`src/hw/rtl/pps_pkg.sv`:
```
// ----------------------------------------------------------------------------
// pps_pkg
// shared constants, codes and controller/datapath interface types for the
// partial pivot selector
// ----------------------------------------------------------------------------
package pps_pkg;

    localparam int DEF_MAX_ROWS   = 64;
    localparam int DEF_VALUE_BITS = 32;

    localparam int ACTION_W  = 2;
    localparam int SLOT_W    = 6;
    localparam int ITEM_W    = 32;
    localparam int STATUS_W  = 2;
    localparam int MAG_W     = 32;
    localparam int ROWS_W    = 7;
    localparam int TOL_W     = 31;
    localparam int PADDR_W   = 3;
    localparam int PDATA_W   = 32;

    localparam logic [ROWS_W-1:0] ROWS_RESET = 7'd64;
    localparam logic [TOL_W-1:0]  TOL_RESET  = '0;

    localparam logic REG_ROWS_IN_USE = 1'b0;
    localparam logic REG_TOLERANCE   = 1'b1;

    typedef enum logic [1:0] {
        ACT_SET   = 2'd0,
        ACT_LOAD  = 2'd1,
        ACT_PIVOT = 2'd2,
        ACT_READ  = 2'd3
    } t_action;

    typedef enum logic [1:0] {
        STAT_OK       = 2'd0,
        STAT_SINGULAR = 2'd1,
        STAT_RANGE    = 2'd2
    } t_status;

    typedef enum logic [2:0] {
        ST_CLEAR,
        ST_IDLE,
        ST_DISPATCH,
        ST_READ,
        ST_SCAN,
        ST_DECIDE,
        ST_SWAP_B
    } t_state;

    typedef enum logic [1:0] {
        WSEL_CLEAR,
        WSEL_SET,
        WSEL_SWAP_A,
        WSEL_SWAP_B
    } t_wsel;

    typedef enum logic [1:0] {
        EMIT_ROW,
        EMIT_RANGE,
        EMIT_READ,
        EMIT_PIVOT
    } t_emit;

    typedef struct packed {
        logic    capture;
        logic    clear_step;
        logic    ro_we;
        t_wsel   ro_wsel;
        logic    ro_rd_pos;
        logic    col_we;
        logic    scan_start;
        logic    scan_run;
        logic    emit;
        t_emit   emit_sel;
    } t_cmd;

    typedef struct packed {
        t_action act;
        logic    pos_ok;
        logic    row_ok;
        logic    clear_last;
        logic    scan_idle;
        logic    pivot_ok;
    } t_sts;

endpackage

```
`src/hw/rtl/pps_ram.sv`:
```
// ----------------------------------------------------------------------------
// pps_ram
// generic single write port, single read port ram with registered read
// ----------------------------------------------------------------------------
module pps_ram #(
    parameter int WIDTH = 32,
    parameter int DEPTH = 64
) (
    input  logic                     i_clk,
    input  logic                     i_we,
    input  logic [$clog2(DEPTH)-1:0] i_waddr,
    input  logic [WIDTH-1:0]         i_wdata,
    input  logic [$clog2(DEPTH)-1:0] i_raddr,
    output logic [WIDTH-1:0]         o_rdata
);

    logic [WIDTH-1:0] r_mem [DEPTH];
    logic [WIDTH-1:0] r_rdata;

    always_ff @(posedge i_clk) begin
        if (i_we) begin
            r_mem[i_waddr] <= i_wdata;
        end
        r_rdata <= r_mem[i_raddr];
    end

    assign o_rdata = r_rdata;

endmodule

```
`src/hw/rtl/pps_ctrl.sv`:
```
// ----------------------------------------------------------------------------
// pps_ctrl
// controller state machine: clearing pass, item dispatch, pivot scan
// sequencing, swap and result beat
// ----------------------------------------------------------------------------
module pps_ctrl (
    input  logic          i_clk,
    input  logic          i_rst_n,
    input  logic          i_start,
    output logic          o_busy,
    input  pps_pkg::t_sts i_sts,
    output pps_pkg::t_cmd o_cmd
);

    import pps_pkg::*;

    t_state r_state;
    t_state n_state;
    t_cmd   cmd;

    always_ff @(posedge i_clk) begin
        if (!i_rst_n) begin
            r_state <= ST_CLEAR;
        end else begin
            r_state <= n_state;
        end
    end

    always_comb begin
        n_state = r_state;
        unique case (r_state)
            ST_CLEAR: begin
                if (i_sts.clear_last) begin
                    n_state = ST_IDLE;
                end
            end
            ST_IDLE: begin
                if (i_start) begin
                    n_state = ST_DISPATCH;
                end
            end
            ST_DISPATCH: begin
                unique case (i_sts.act)
                    ACT_READ:  n_state = i_sts.pos_ok ? ST_READ : ST_IDLE;
                    ACT_PIVOT: n_state = i_sts.pos_ok ? ST_SCAN : ST_IDLE;
                    ACT_SET, ACT_LOAD: n_state = ST_IDLE;
                    default:   n_state = ST_IDLE;
                endcase
            end
            ST_READ: n_state = ST_IDLE;
            ST_SCAN: begin
                if (i_sts.scan_idle) begin
                    n_state = ST_DECIDE;
                end
            end
            ST_DECIDE: n_state = i_sts.pivot_ok ? ST_SWAP_B : ST_IDLE;
            ST_SWAP_B: n_state = ST_IDLE;
            default:   n_state = ST_CLEAR;
        endcase
    end

    always_comb begin
        cmd          = '0;
        cmd.ro_wsel  = WSEL_CLEAR;
        cmd.emit_sel = EMIT_ROW;
        unique case (r_state)
            ST_CLEAR: begin
                cmd.ro_we      = 1'b1;
                cmd.ro_wsel    = WSEL_CLEAR;
                cmd.clear_step = 1'b1;
            end
            ST_IDLE: begin
                cmd.capture = i_start;
            end
            ST_DISPATCH: begin
                unique case (i_sts.act)
                    ACT_SET: begin
                        if (i_sts.pos_ok) begin
                            cmd.ro_we    = 1'b1;
                            cmd.ro_wsel  = WSEL_SET;
                            cmd.emit     = 1'b1;
                            cmd.emit_sel = EMIT_ROW;
                        end else begin
                            cmd.emit     = 1'b1;
                            cmd.emit_sel = EMIT_RANGE;
                        end
                    end
                    ACT_LOAD: begin
                        if (i_sts.row_ok) begin
                            cmd.col_we   = 1'b1;
                            cmd.emit     = 1'b1;
                            cmd.emit_sel = EMIT_ROW;
                        end else begin
                            cmd.emit     = 1'b1;
                            cmd.emit_sel = EMIT_RANGE;
                        end
                    end
                    ACT_READ: begin
                        if (i_sts.pos_ok) begin
                            cmd.ro_rd_pos = 1'b1;
                        end else begin
                            cmd.emit     = 1'b1;
                            cmd.emit_sel = EMIT_RANGE;
                        end
                    end
                    ACT_PIVOT: begin
                        if (i_sts.pos_ok) begin
                            cmd.scan_start = 1'b1;
                        end else begin
                            cmd.emit     = 1'b1;
                            cmd.emit_sel = EMIT_RANGE;
                        end
                    end
                    default: begin
                        cmd.emit     = 1'b1;
                        cmd.emit_sel = EMIT_RANGE;
                    end
                endcase
            end
            ST_READ: begin
                cmd.emit     = 1'b1;
                cmd.emit_sel = EMIT_READ;
            end
            ST_SCAN: begin
                cmd.scan_run = 1'b1;
            end
            ST_DECIDE: begin
                cmd.emit     = 1'b1;
                cmd.emit_sel = EMIT_PIVOT;
                if (i_sts.pivot_ok) begin
                    cmd.ro_we   = 1'b1;
                    cmd.ro_wsel = WSEL_SWAP_A;
                end
            end
            ST_SWAP_B: begin
                cmd.ro_we   = 1'b1;
                cmd.ro_wsel = WSEL_SWAP_B;
            end
            default: begin
                cmd.ro_wsel = WSEL_CLEAR;
            end
        endcase
    end

    assign o_cmd  = cmd;
    assign o_busy = (r_state != ST_IDLE);

    a_accept_sets_busy: assert property (@(posedge i_clk) disable iff (!i_rst_n)
        (r_state == ST_IDLE && i_start) |=> o_busy)
        else $error("accepted beat did not raise busy");

    a_scan_follows_start: assert property (@(posedge i_clk) disable iff (!i_rst_n)
        cmd.scan_start |=> (r_state == ST_SCAN))
        else $error("scan start without scan state");

    a_decide_after_drain: assert property (@(posedge i_clk) disable iff (!i_rst_n)
        (r_state == ST_DECIDE) |-> ($past(r_state) == ST_SCAN && $past(i_sts.scan_idle)))
        else $error("pivot decided before scan drained");

    a_no_write_in_scan: assert property (@(posedge i_clk) disable iff (!i_rst_n)
        !(cmd.ro_we && cmd.scan_run))
        else $error("row order written during scan");

endmodule

```
`src/hw/rtl/pps_datapath.sv`:
```
// ----------------------------------------------------------------------------
// pps_datapath
// item registers, row order and column value memories, scan pipeline with
// running maximum, and result registers
// ----------------------------------------------------------------------------
module pps_datapath #(
    parameter int MAX_ROWS   = pps_pkg::DEF_MAX_ROWS,
    parameter int VALUE_BITS = pps_pkg::DEF_VALUE_BITS
) (
    input  logic                                i_clk,
    input  logic                                i_rst_n,
    input  pps_pkg::t_cmd                       i_cmd,
    output pps_pkg::t_sts                       o_sts,
    input  logic [pps_pkg::ACTION_W-1:0]        i_action,
    input  logic [pps_pkg::SLOT_W-1:0]          i_position,
    input  logic [pps_pkg::SLOT_W-1:0]          i_row,
    input  logic signed [pps_pkg::ITEM_W-1:0]   i_value,
    input  logic [pps_pkg::ROWS_W-1:0]          i_rows_in_use,
    input  logic [pps_pkg::TOL_W-1:0]           i_tolerance,
    output logic                                o_done,
    output logic [pps_pkg::STATUS_W-1:0]        o_status,
    output logic [pps_pkg::SLOT_W-1:0]          o_pivot_row,
    output logic [pps_pkg::MAG_W-1:0]           o_pivot_magnitude
);

    import pps_pkg::*;

    localparam int SW  = $clog2(MAX_ROWS);
    localparam int NW0 = $clog2(MAX_ROWS + 1);
    localparam int NW  = (NW0 > ROWS_W) ? NW0 : ROWS_W;
    localparam int CW  = (VALUE_BITS > TOL_W) ? VALUE_BITS : TOL_W;

    // item registers
    t_action               r_act;
    logic [SLOT_W-1:0]     r_pos;
    logic [SLOT_W-1:0]     r_row;
    logic [VALUE_BITS-1:0] r_val;

    // control
    logic [SW-1:0]         r_clr;
    logic [NW-1:0]         r_issue;
    logic                  r_s1_vld;
    logic                  r_s2_vld;
    logic                  r_s3_vld;
    logic                  r_first;
    logic                  r_out_vld;

    // scan payload
    logic [SW-1:0]         r_s1_slot;
    logic [SW-1:0]         r_s2_slot;
    logic [SLOT_W-1:0]     r_s2_row;
    logic                  r_s2_oob;
    logic [SW-1:0]         r_s3_slot;
    logic [SLOT_W-1:0]     r_s3_row;
    logic [VALUE_BITS-1:0] r_s3_mag;
    logic [SW-1:0]         r_best_slot;
    logic [SLOT_W-1:0]     r_best_row;
    logic [VALUE_BITS-1:0] r_best_mag;
    logic [SLOT_W-1:0]     r_pos_row;

    // result payload
    t_status               r_out_status;
    logic [SLOT_W-1:0]     r_out_row;
    logic [MAG_W-1:0]      r_out_mag;

    logic [NW-1:0]         w_n;
    logic                  w_issue;
    logic                  w_pivot_ok;
    logic                  ro_we;
    logic [SW-1:0]         ro_waddr;
    logic [SLOT_W-1:0]     ro_wdata;
    logic [SW-1:0]         ro_raddr;
    logic [SLOT_W-1:0]     ro_rdata;
    logic [VALUE_BITS-1:0] col_rdata;
    logic [VALUE_BITS-1:0] w_neg;
    logic [VALUE_BITS-1:0] w_abs;

    assign w_n = (NW'(i_rows_in_use) < NW'(MAX_ROWS)) ? NW'(i_rows_in_use) : NW'(MAX_ROWS);
    assign w_issue = i_cmd.scan_run && (r_issue < w_n);
    assign w_pivot_ok = CW'(r_best_mag) > CW'(i_tolerance);

    always_comb begin
        ro_waddr = r_clr;
        ro_wdata = SLOT_W'(r_clr);
        case (i_cmd.ro_wsel)
            WSEL_CLEAR: begin
                ro_waddr = r_clr;
                ro_wdata = SLOT_W'(r_clr);
            end
            WSEL_SET: begin
                ro_waddr = SW'(r_pos);
                ro_wdata = r_row;
            end
            WSEL_SWAP_A: begin
                ro_waddr = SW'(r_pos);
                ro_wdata = r_best_row;
            end
            WSEL_SWAP_B: begin
                ro_waddr = r_best_slot;
                ro_wdata = r_pos_row;
            end
            default: begin
                ro_waddr = r_clr;
                ro_wdata = SLOT_W'(r_clr);
            end
        endcase
    end

    assign ro_we    = i_cmd.ro_we;
    assign ro_raddr = i_cmd.ro_rd_pos ? SW'(r_pos) : r_issue[SW-1:0];

    pps_ram #(
        .WIDTH (SLOT_W),
        .DEPTH (MAX_ROWS)
    ) u_row_order (
        .i_clk   (i_clk),
        .i_we    (ro_we),
        .i_waddr (ro_waddr),
        .i_wdata (ro_wdata),
        .i_raddr (ro_raddr),
        .o_rdata (ro_rdata)
    );

    pps_ram #(
        .WIDTH (VALUE_BITS),
        .DEPTH (MAX_ROWS)
    ) u_column (
        .i_clk   (i_clk),
        .i_we    (i_cmd.col_we),
        .i_waddr (SW'(r_row)),
        .i_wdata (r_val),
        .i_raddr (SW'(ro_rdata)),
        .o_rdata (col_rdata)
    );

    assign w_neg = ~col_rdata + VALUE_BITS'(1);
    assign w_abs = col_rdata[VALUE_BITS-1] ? w_neg : col_rdata;

    always_ff @(posedge i_clk) begin
        if (!i_rst_n) begin
            r_clr     <= '0;
            r_issue   <= '0;
            r_s1_vld  <= 1'b0;
            r_s2_vld  <= 1'b0;
            r_s3_vld  <= 1'b0;
            r_first   <= 1'b0;
            r_out_vld <= 1'b0;
        end else begin
            if (i_cmd.clear_step) begin
                r_clr <= r_clr + SW'(1);
            end
            if (i_cmd.scan_start) begin
                r_issue <= NW'(r_pos);
                r_first <= 1'b1;
            end else if (w_issue) begin
                r_issue <= r_issue + NW'(1);
            end
            if (r_s3_vld && r_first) begin
                r_first <= 1'b0;
            end
            r_s1_vld  <= w_issue;
            r_s2_vld  <= r_s1_vld;
            r_s3_vld  <= r_s2_vld;
            r_out_vld <= i_cmd.emit;
        end
    end

    always_ff @(posedge i_clk) begin
        if (i_cmd.capture) begin
            r_act <= t_action'(i_action);
            r_pos <= i_position;
            r_row <= i_row;
            r_val <= VALUE_BITS'(i_value);
        end
        r_s1_slot <= r_issue[SW-1:0];
        r_s2_slot <= r_s1_slot;
        r_s2_row  <= ro_rdata;
        r_s2_oob  <= NW'(ro_rdata) >= NW'(MAX_ROWS);
        r_s3_slot <= r_s2_slot;
        r_s3_row  <= r_s2_row;
        r_s3_mag  <= r_s2_oob ? '0 : w_abs;
        if (r_s3_vld && (r_first || (r_s3_mag > r_best_mag))) begin
            r_best_slot <= r_s3_slot;
            r_best_row  <= r_s3_row;
            r_best_mag  <= r_s3_mag;
        end
        if (r_s3_vld && r_first) begin
            r_pos_row <= r_s3_row;
        end
        if (i_cmd.emit) begin
            case (i_cmd.emit_sel)
                EMIT_ROW: begin
                    r_out_status <= STAT_OK;
                    r_out_row    <= r_row;
                    r_out_mag    <= '0;
                end
                EMIT_RANGE: begin
                    r_out_status <= STAT_RANGE;
                    r_out_row    <= '0;
                    r_out_mag    <= '0;
                end
                EMIT_READ: begin
                    r_out_status <= STAT_OK;
                    r_out_row    <= ro_rdata;
                    r_out_mag    <= '0;
                end
                EMIT_PIVOT: begin
                    r_out_status <= w_pivot_ok ? STAT_OK : STAT_SINGULAR;
                    r_out_row    <= r_best_row;
                    r_out_mag    <= MAG_W'(r_best_mag);
                end
                default: begin
                    r_out_status <= STAT_RANGE;
                    r_out_row    <= '0;
                    r_out_mag    <= '0;
                end
            endcase
        end
    end

    always_comb begin
        o_sts            = '0;
        o_sts.act        = r_act;
        o_sts.pos_ok     = NW'(r_pos) < w_n;
        o_sts.row_ok     = NW'(r_row) < w_n;
        o_sts.clear_last = (r_clr == SW'(MAX_ROWS - 1));
        o_sts.scan_idle  = !(r_issue < w_n) && !r_s1_vld && !r_s2_vld && !r_s3_vld;
        o_sts.pivot_ok   = w_pivot_ok;
    end

    assign o_done            = r_out_vld;
    assign o_status          = r_out_status;
    assign o_pivot_row       = r_out_row;
    assign o_pivot_magnitude = r_out_mag;

    a_single_result_beat: assert property (@(posedge i_clk) disable iff (!i_rst_n)
        r_out_vld |=> !r_out_vld)
        else $error("result beats back to back");

    a_scan_start_slot_first: assert property (@(posedge i_clk) disable iff (!i_rst_n)
        (r_s3_vld && r_first) |-> (r_s3_slot == SW'(r_pos)))
        else $error("first scanned slot is not the pivot position");

    a_scan_later_slots: assert property (@(posedge i_clk) disable iff (!i_rst_n)
        (r_s3_vld && !r_first) |-> (r_s3_slot != SW'(r_pos)))
        else $error("pivot position scanned twice");

endmodule

```
`src/hw/rtl/partial_pivot_selector.sv`:
```
// ----------------------------------------------------------------------------
// partial_pivot_selector
// partial pivoting row selection: holds a row permutation and one column of
// q16.16 values, answers set/load/read items and runs pivot steps
//
//   channel   signals                                      handshake
//   item in   i_action i_position i_row i_value            start & !busy
//   result    o_status o_pivot_row o_pivot_magnitude       o_done, one cycle
//   config    psel penable pwrite paddr pwdata prdata      apb, pready tied high
//
// set, load and out-of-range items emit their result beat from the dispatch
// state; a slot read emits it from a separate read state. a pivot step runs
// a dispatch state, then one slot per cycle through the row order memory, the
// column memory and the compare, a drain of the scan pipeline, a decide state
// and the result, which also carries the second swap write. after reset a
// clearing pass over all MAX_ROWS slots loads the identity order while busy is
// high; config writes are taken throughout. results cannot be stalled by the
// receiver.
// ----------------------------------------------------------------------------
module partial_pivot_selector #(
    parameter int MAX_ROWS   = pps_pkg::DEF_MAX_ROWS,
    parameter int VALUE_BITS = pps_pkg::DEF_VALUE_BITS
) (
    input  logic                                i_clk,
    input  logic                                i_rst_n,
    input  logic                                start,
    output logic                                busy,
    input  logic [pps_pkg::ACTION_W-1:0]        i_action,
    input  logic [pps_pkg::SLOT_W-1:0]          i_position,
    input  logic [pps_pkg::SLOT_W-1:0]          i_row,
    input  logic signed [pps_pkg::ITEM_W-1:0]   i_value,
    output logic                                o_done,
    output logic [pps_pkg::STATUS_W-1:0]        o_status,
    output logic [pps_pkg::SLOT_W-1:0]          o_pivot_row,
    output logic [pps_pkg::MAG_W-1:0]           o_pivot_magnitude,
    input  logic                                psel,
    input  logic                                penable,
    input  logic                                pwrite,
    input  logic [pps_pkg::PADDR_W-1:0]         paddr,
    input  logic [pps_pkg::PDATA_W-1:0]         pwdata,
    output logic [pps_pkg::PDATA_W-1:0]         prdata,
    output logic                                pready
);

    import pps_pkg::*;

    logic [ROWS_W-1:0] r_rows_in_use;
    logic [TOL_W-1:0]  r_tolerance;
    logic              w_cfg_wr;
    t_cmd              cmd;
    t_sts              sts;

    assign pready   = 1'b1;
    assign w_cfg_wr = psel && penable && pwrite && pready;

    always_ff @(posedge i_clk) begin
        if (!i_rst_n) begin
            r_rows_in_use <= ROWS_RESET;
            r_tolerance   <= TOL_RESET;
        end else if (w_cfg_wr) begin
            if (paddr[2] == REG_ROWS_IN_USE) begin
                r_rows_in_use <= pwdata[ROWS_W-1:0];
            end else begin
                r_tolerance <= pwdata[TOL_W-1:0];
            end
        end
    end

    assign prdata = (paddr[2] == REG_TOLERANCE) ? PDATA_W'(r_tolerance)
                                                : PDATA_W'(r_rows_in_use);

    pps_ctrl u_ctrl (
        .i_clk   (i_clk),
        .i_rst_n (i_rst_n),
        .i_start (start),
        .o_busy  (busy),
        .i_sts   (sts),
        .o_cmd   (cmd)
    );

    pps_datapath #(
        .MAX_ROWS   (MAX_ROWS),
        .VALUE_BITS (VALUE_BITS)
    ) u_datapath (
        .i_clk             (i_clk),
        .i_rst_n           (i_rst_n),
        .i_cmd             (cmd),
        .o_sts             (sts),
        .i_action          (i_action),
        .i_position        (i_position),
        .i_row             (i_row),
        .i_value           (i_value),
        .i_rows_in_use     (r_rows_in_use),
        .i_tolerance       (r_tolerance),
        .o_done            (o_done),
        .o_status          (o_status),
        .o_pivot_row       (o_pivot_row),
        .o_pivot_magnitude (o_pivot_magnitude)
    );

endmodule

```
`config.mk`:
```
export PLATFORM = sky130hd
export DESIGN_NAME = partial_pivot_selector
export DESIGN_NICKNAME = d
export VERILOG_FILES = /design/src/hw/rtl/pps_pkg.sv /design/src/hw/rtl/pps_ram.sv /design/src/hw/rtl/pps_ctrl.sv /design/src/hw/rtl/pps_datapath.sv /design/src/hw/rtl/partial_pivot_selector.sv
export SDC_FILE = /design/constraint.sdc
export NUM_CORES = 2
export LEC_CHECK = 0
export BUFFER_PORTS_ARGS = -buffer_cell sky130_fd_sc_hd__buf_2
export CORE_MARGIN = 8
export CORE_UTILIZATION = 40
export CTS_CLUSTER_DIAMETER = 100
export DETAILED_ROUTE_END_ITERATION = 7
export GPL_ROUTABILITY_DRIVEN = 0
export PLACE_DENSITY_LB_ADDON = 0.05
export SLEW_MARGIN = 20
export SYNTH_ARGS = -nofsm -noshare
export SYNTH_HDL_FRONTEND = slang
export SYNTH_SLANG_ARGS = --single-unit
export TNS_END_PERCENT = 50
```
`constraint.sdc`:
```
create_clock -name i_clk -period 5.26 [get_ports i_clk]
set_input_delay 1.052 -clock i_clk [delete_from_list [all_inputs] [get_ports i_clk]]
set_output_delay 1.052 -clock i_clk [all_outputs]
set_load 0.005 [all_outputs]
```
==> report_table.html <==
<table>
<tr><th>Metric</th><th>Value</th></tr>
<tr><th colspan="2">Timing</th></tr>
<tr><td>Final Max Slew Viols</td><td>0</td></tr>
<tr><td>Worst Hold Margin</td><td>0.3057 ns</td></tr>
<tr><td>Skew final</td><td>0.03623 ns</td></tr>
<tr><td>Unrepaired setup endpoints after global routing</td><td>no</td></tr>
<tr><td>Max Clock Freq</td><td>202.4 MHz</td></tr>
<tr><td>Max-Slew Margin vs Limit</td><td>24.54%</td></tr>
<tr><td>Setup Viol. Count Final</td><td>0</td></tr>
<tr><td>Final critical-path required period</td><td>4.941 ns</td></tr>
<tr><td>Final hold violations</td><td>0</td></tr>
<tr><td>Share of the clock period used by the worst path</td><td>93.93%</td></tr>
<tr><td>Slew @ Worst Pin</td><td>1.132 ns</td></tr>
<tr><th colspan="2">Power</th></tr>
<tr><td>Peak supply drop</td><td>238.3 µV</td></tr>
<tr><td>Total power per unit cell area</td><td>417.7 nW/µm²</td></tr>
<tr><td>Leak Pwr</td><td>39.96 nW</td></tr>
<tr><td>Internal Power</td><td>38.80 mW</td></tr>
<tr><td>Proportion of total power due to net switching</td><td>24.13%</td></tr>
<tr><td>Power spent charging and discharging nets</td><td>12.34 mW</td></tr>
<tr><td>Share of total power in sequential cells</td><td>47.7%</td></tr>
<tr><td>Proportion of power drawn by combinational gates</td><td>13.0%</td></tr>
<tr><td>Clk network pwr share</td><td>39.3%</td></tr>
<tr><th colspan="2">Synth</th></tr>
<tr><td>Commonest register cell after synthesis</td><td>edfxtp_1</td></tr>
<tr><td>Portion of the post-synthesis area used by sequential elements</td><td>76.27%</td></tr>
<tr><td>Number of synthesis warnings</td><td>0</td></tr>
<tr><td>Proportion of synthesized area in mux cells</td><td>16.06%</td></tr>
<tr><td>Async S/R FF share, synth</td><td>0%</td></tr>
<tr><td>Post-Synth Adder-Cell Area</td><td>1.022%</td></tr>
<tr><td>Average size of a mapped cell</td><td>20.89 µm²</td></tr>
<tr><td>Post-Syn Nets</td><td>5212</td></tr>
<tr><td>Dominant combinational cell family by area after synthesis</td><td>multiplexers</td></tr>
<tr><td>EDFF count, synth</td><td>2568</td></tr>
<tr><td>Gate count of the mapped netlist</td><td>5039</td></tr>
<tr><td>Flip-flop and latch count after synthesis</td><td>2727</td></tr>
<tr><td>Number of distinct library cells after synthesis</td><td>63</td></tr>
<tr><td>Post-synthesis share of cell area spent on and, or, nand and nor gates</td><td>2.849%</td></tr>
<tr><td>Fraction of the mapped netlist area in compound gates</td><td>2.138%</td></tr>
<tr><td>Netlist area before placement</td><td>105300 µm²</td></tr>
<tr><td>XOR/XNOR Fraction of Synth Area</td><td>0.3161%</td></tr>
<tr><th colspan="2">Clocking</th></tr>
<tr><td>CTS tree</td><td>yes</td></tr>
<tr><td>Largest buffer count on any clock path</td><td>4</td></tr>
<tr><td>Clock buffers created by TritonCTS</td><td>306</td></tr>
<tr><td>Hold buffer count at CTS</td><td>0</td></tr>
<tr><td>Number of buffers added for setup after CTS</td><td>0</td></tr>
<tr><td>Clock slew at the register clock pins of the worst setup and hold paths</td><td>0.06 ns</td></tr>
<tr><td>Clock network latency to the later pin of the worst-skew pair</td><td>0.84 ns</td></tr>
<tr><td>H-tree depth reported by CTS</td><td>5</td></tr>
<tr><td>Root cell of the clock tree</td><td>clkbuf_16</td></tr>
<tr><td>Clock Sinks</td><td>2727</td></tr>
<tr><td>Post-CTS resize count</td><td>0</td></tr>
<tr><th colspan="2">Critical path</th></tr>
<tr><td>Critical setup path kind</td><td>reg2reg</td></tr>
<tr><td>Origin of the critical flop-to-flop path</td><td>u_datapath.r_best_mag[25]$_DFFE_PP_</td></tr>
<tr><td>Number of cells on the worst reg-to-reg path</td><td>18</td></tr>
<tr><td>Data arrival time of the critical path</td><td>5.46 ns</td></tr>
<tr><td>Reg-to-reg endpoint</td><td>u_datapath.u_row_order.r_mem[54][5]$_DFFE_PP_</td></tr>
<tr><td>Critical Path RT</td><td>5.78 ns</td></tr>
<tr><td>Critical Path Sink Type</td><td>register</td></tr>
<tr><td>Slack of the worst reg-to-reg path</td><td>0.32 ns</td></tr>
<tr><td>Startpoint types</td><td>register</td></tr>
<tr><td>Worst-path fanout max</td><td>8</td></tr>
<tr><th colspan="2">Finish</th></tr>
<tr><td>Most common cell after layout, fill and taps aside</td><td>edfxtp_1</td></tr>
<tr><td>Top library cells by usage in the layout, fill and taps aside</td><td>2568 x edfxtp_1, 672 x mux4_2, 317 x clkbuf_16, 244 x buf_4, 209 x nand2_1</td></tr>
<tr><td>Share of final-layout standard cells stronger than drive strength 1</td><td>28.47%</td></tr>
<tr><td>Final Instance Area</td><td>122400 µm²</td></tr>
<tr><td>Layout overhead on the synthesized area</td><td>16.30%</td></tr>
<tr><td>Layout net count</td><td>5725</td></tr>
<tr><th colspan="2">Floorplanning</th></tr>
<tr><td>Die outline height</td><td>529.0 µm</td></tr>
<tr><td>Ports</td><td>162</td></tr>
<tr><td>Area of the die</td><td>279900 µm²</td></tr>
<tr><td>Die span in x</td><td>529.0 µm</td></tr>
<tr><td>Effective utilization at floorplan</td><td>40.18%</td></tr>
<tr><td>Row count</td><td>188</td></tr>
<tr><td>Core region area</td><td>262000 µm²</td></tr>
<tr><th colspan="2">Drt</th></tr>
<tr><td>Detailed-route DRC error count</td><td>0</td></tr>
<tr><td>Routed length per placed instance</td><td>29.57 µm</td></tr>
<tr><td>First DRT Iteration DRCs</td><td>4686</td></tr>
<tr><td>Total vias in the final route</td><td>50770</td></tr>
<tr><td>TritonRoute pass-1 iters</td><td>5</td></tr>
<tr><td>Number of vias per cell after detailed routing</td><td>5.461</td></tr>
<tr><td>Post-route antenna net violation count</td><td>0</td></tr>
<tr><td>Final Routed Wirelength</td><td>274900 µm</td></tr>
<tr><th colspan="2">Global route</th></tr>
<tr><td>Number of global-route vias before repair</td><td>52460</td></tr>
<tr><td>Largest net degree at the start of global routing</td><td>73</td></tr>
<tr><td>Global-route wire length before repair</td><td>391700 µm</td></tr>
<tr><td>Global-route met2 utilization</td><td>31.16%</td></tr>
<tr><td>Overflow left after global routing</td><td>0</td></tr>
<tr><td>Busiest layer in global routing</td><td>met2</td></tr>
<tr><td>Initial antenna violation count</td><td>36</td></tr>
<tr><td>Met3 routing resource usage after global routing</td><td>4.005%</td></tr>
<tr><td>GRT Resource Usage Total</td><td>19.32%</td></tr>
<tr><td>Fraction of met1 tracks used by global routing</td><td>27.47%</td></tr>
<tr><th colspan="2">Place</th></tr>
<tr><td>Input/output buffers</td><td>156</td></tr>
<tr><td>HPWL after DPL</td><td>163400 µm</td></tr>
<tr><td>Placed Instance Area</td><td>113100 µm²</td></tr>
<tr><th colspan="2">Flow run</th></tr>
<tr><td>Max-cap violation count</td><td>0</td></tr>
<tr><th colspan="2">Worst hold path</th></tr>
<tr><td>Number of cells on the worst hold path</td><td>0</td></tr>
<tr><td>Startpoint of the most critical hold path</td><td>u_datapath.r_s2_row[3]$_DFF_P_</td></tr>
<tr><td>Class of the tightest hold or removal check</td><td>reg2reg</td></tr>
<tr><td>Hold Crit Endpoint</td><td>u_datapath.r_s3_row[3]$_DFF_P_</td></tr>
<tr><th colspan="2">Run status</th></tr>
<tr><td>Run status</td><td>finished, final reports clean</td></tr>
</table>
[cells by family (layout without fill, tap and decap cells)]
| kind of cell | after synthesis | in the layout |
|---|---|---|
| mux | 848 | 848 |
| xor+xnor | 38 | 38 |
| flops | 2727 | 2727 |
| fa+ha+maj | 86 | 86 |
| buf+inv | 340 | 1075 |
| compound gates | 358 | 358 |
| other cells | 2 | 10 |
| simple gates | 640 | 640 |
[layout make-up]
| type | count | area [µm²] |
|---|---|---|
| fillers | 21970 | 139600 |
| flip-flops and latches | 2727 | 80320 |
| multi-input cells | 1972 | 24200 |
| clock buffers | 393 | 8298 |
| well taps | 3515 | 4398 |
| repair buffers | 464 | 3889 |
| clock inverters | 137 | 1018 |
| inverters | 81 | 304.0 |
| diodes | 8 | 20.02 |
[synth_stat cells, types with 7 or more instances]
cell	count	area share (%)
clkbuf_1	153	0.55
nor4_1	13	0.077
xnor2_1	34	0.28
a21oi_1	133	0.63
nand2b_1	11	0.065
inv_1	79	0.28
o22ai_1	13	0.077
or3_1	13	0.077
nand2_1	209	0.75
dfxtp_1	159	3.0
or4_1	20	0.14
o21a_1	8	0.057
o21ai_0	37	0.18
nand4_1	16	0.095
buf_2	11	0.052
o31ai_1	13	0.093
o41ai_1	7	0.058
mux4_2	672	14
nor2_1	161	0.57
buf_4	18	0.13
nand3_1	45	0.21
nor2b_1	44	0.26
a31oi_1	32	0.19
a21o_1	27	0.19
ha_1	86	1.0
a211oi_1	29	0.21
a22oi_1	31	0.22
mux2i_1	170	1.6
nor3_1	75	0.36
and2_1	8	0.048
edfxtp_1	2568	73
buf_1	69	0.25
buf_6	8	0.086
[metrics by stage]
step / TNS (ns) / std cells / setup slack (ns) / power (mW) / utilization [%]
2_1_floorplan: -4.312 / 5039 / -0.02275 / 28.80 / -
3_3_place_gp: 0 / 8758 / 0.3191 / 31.61 / 43.16
3_5_place_dp: 0 / 8759 / 0.2751 / 31.62 / 43.16
4_1_cts: 0 / 9289 / 0.2224 / 51.90 / 46.72
5_1_grt: 0 / 9290 / 0.01672 / 53.02 / 46.72
6_report: 0 / 9297 / 0.3193 / 51.14 / 46.73
[worst max path at each step]
stage,cells past startpoint,from,slack (ns),endpoint
floorplan,15,u_datapath.r_best_mag[25]$_DFFE_PP_,-0.02,u_datapath.u_row_order.r_mem[0][5]$_DFFE_PP_
finish,18,u_datapath.r_best_mag[25]$_DFFE_PP_,0.32,u_datapath.u_row_order.r_mem[54][5]$_DFFE_PP_
CTS,17,u_datapath.r_best_mag[25]$_DFFE_PP_,0.22,u_datapath.u_row_order.r_mem[14][5]$_DFFE_PP_
detailed placement,17,u_datapath.r_best_mag[25]$_DFFE_PP_,0.28,u_datapath.u_row_order.r_mem[14][5]$_DFFE_PP_
global placement,17,u_datapath.r_best_mag[25]$_DFFE_PP_,0.32,u_datapath.u_row_order.r_mem[14][1]$_DFFE_PP_
global route,18,u_datapath.r_best_mag[25]$_DFFE_PP_,0.02,u_datapath.u_row_order.r_mem[6][1]$_DFFE_PP_
[per-layer routing]
metal | up-vias | wire, µm
met5 | - | 37
met4 | 6 | 5148
met3 | 364 | 17240
met2 | 1312 | 130800
met1 | 27220 | 121700
li1 | 21870 | -
[worst max-delay path: stages, from the launching register on]
cell and delay (ns):
edfxtp_1 0.41, ha_1 0.32, nand4_1 0.12, or4b_2 0.68, nor4_1 0.33, buf_4 0.18, o31a_1 0.11, o21ai_0 0.08
buf_4 0.17, nor3_1 0.18, o21ai_0 0.16, ha_1 0.34, inv_1 0.12, a221oi_1 0.10, or2_2 0.35, or3_1 0.43
buf_12 0.18, nor3_1 0.17, buf_4 0.19
[power by group through the flow]
stage               Sequential [mW]  Clock (mW)  Combinational, mW
floorplan                      24.4           0               4.37
global placement               24.8           0               6.77
detailed placement             24.8           0               6.78
CTS                            24.4        20.7               6.79
global route                   24.4        21.5               7.09
finish                         24.4        20.1               6.65
[state kept, by name, indices dropped and copies added (netlist names), 7 cells and up]
register                      flops
r_rows_in_use                     7
u_datapath.u_column.r_mem      2048
u_datapath.u_row_order.r_mem    384
u_datapath.r_best_mag            32
u_datapath.r_s3_mag              32
u_datapath.u_column.o_rdata      32
u_datapath.r_issue                7
u_datapath.r_val                 32
u_datapath.o_pivot_magnitude     32
r_tolerance                      31
No activity file was read; power rests on OpenSTA's default activity.
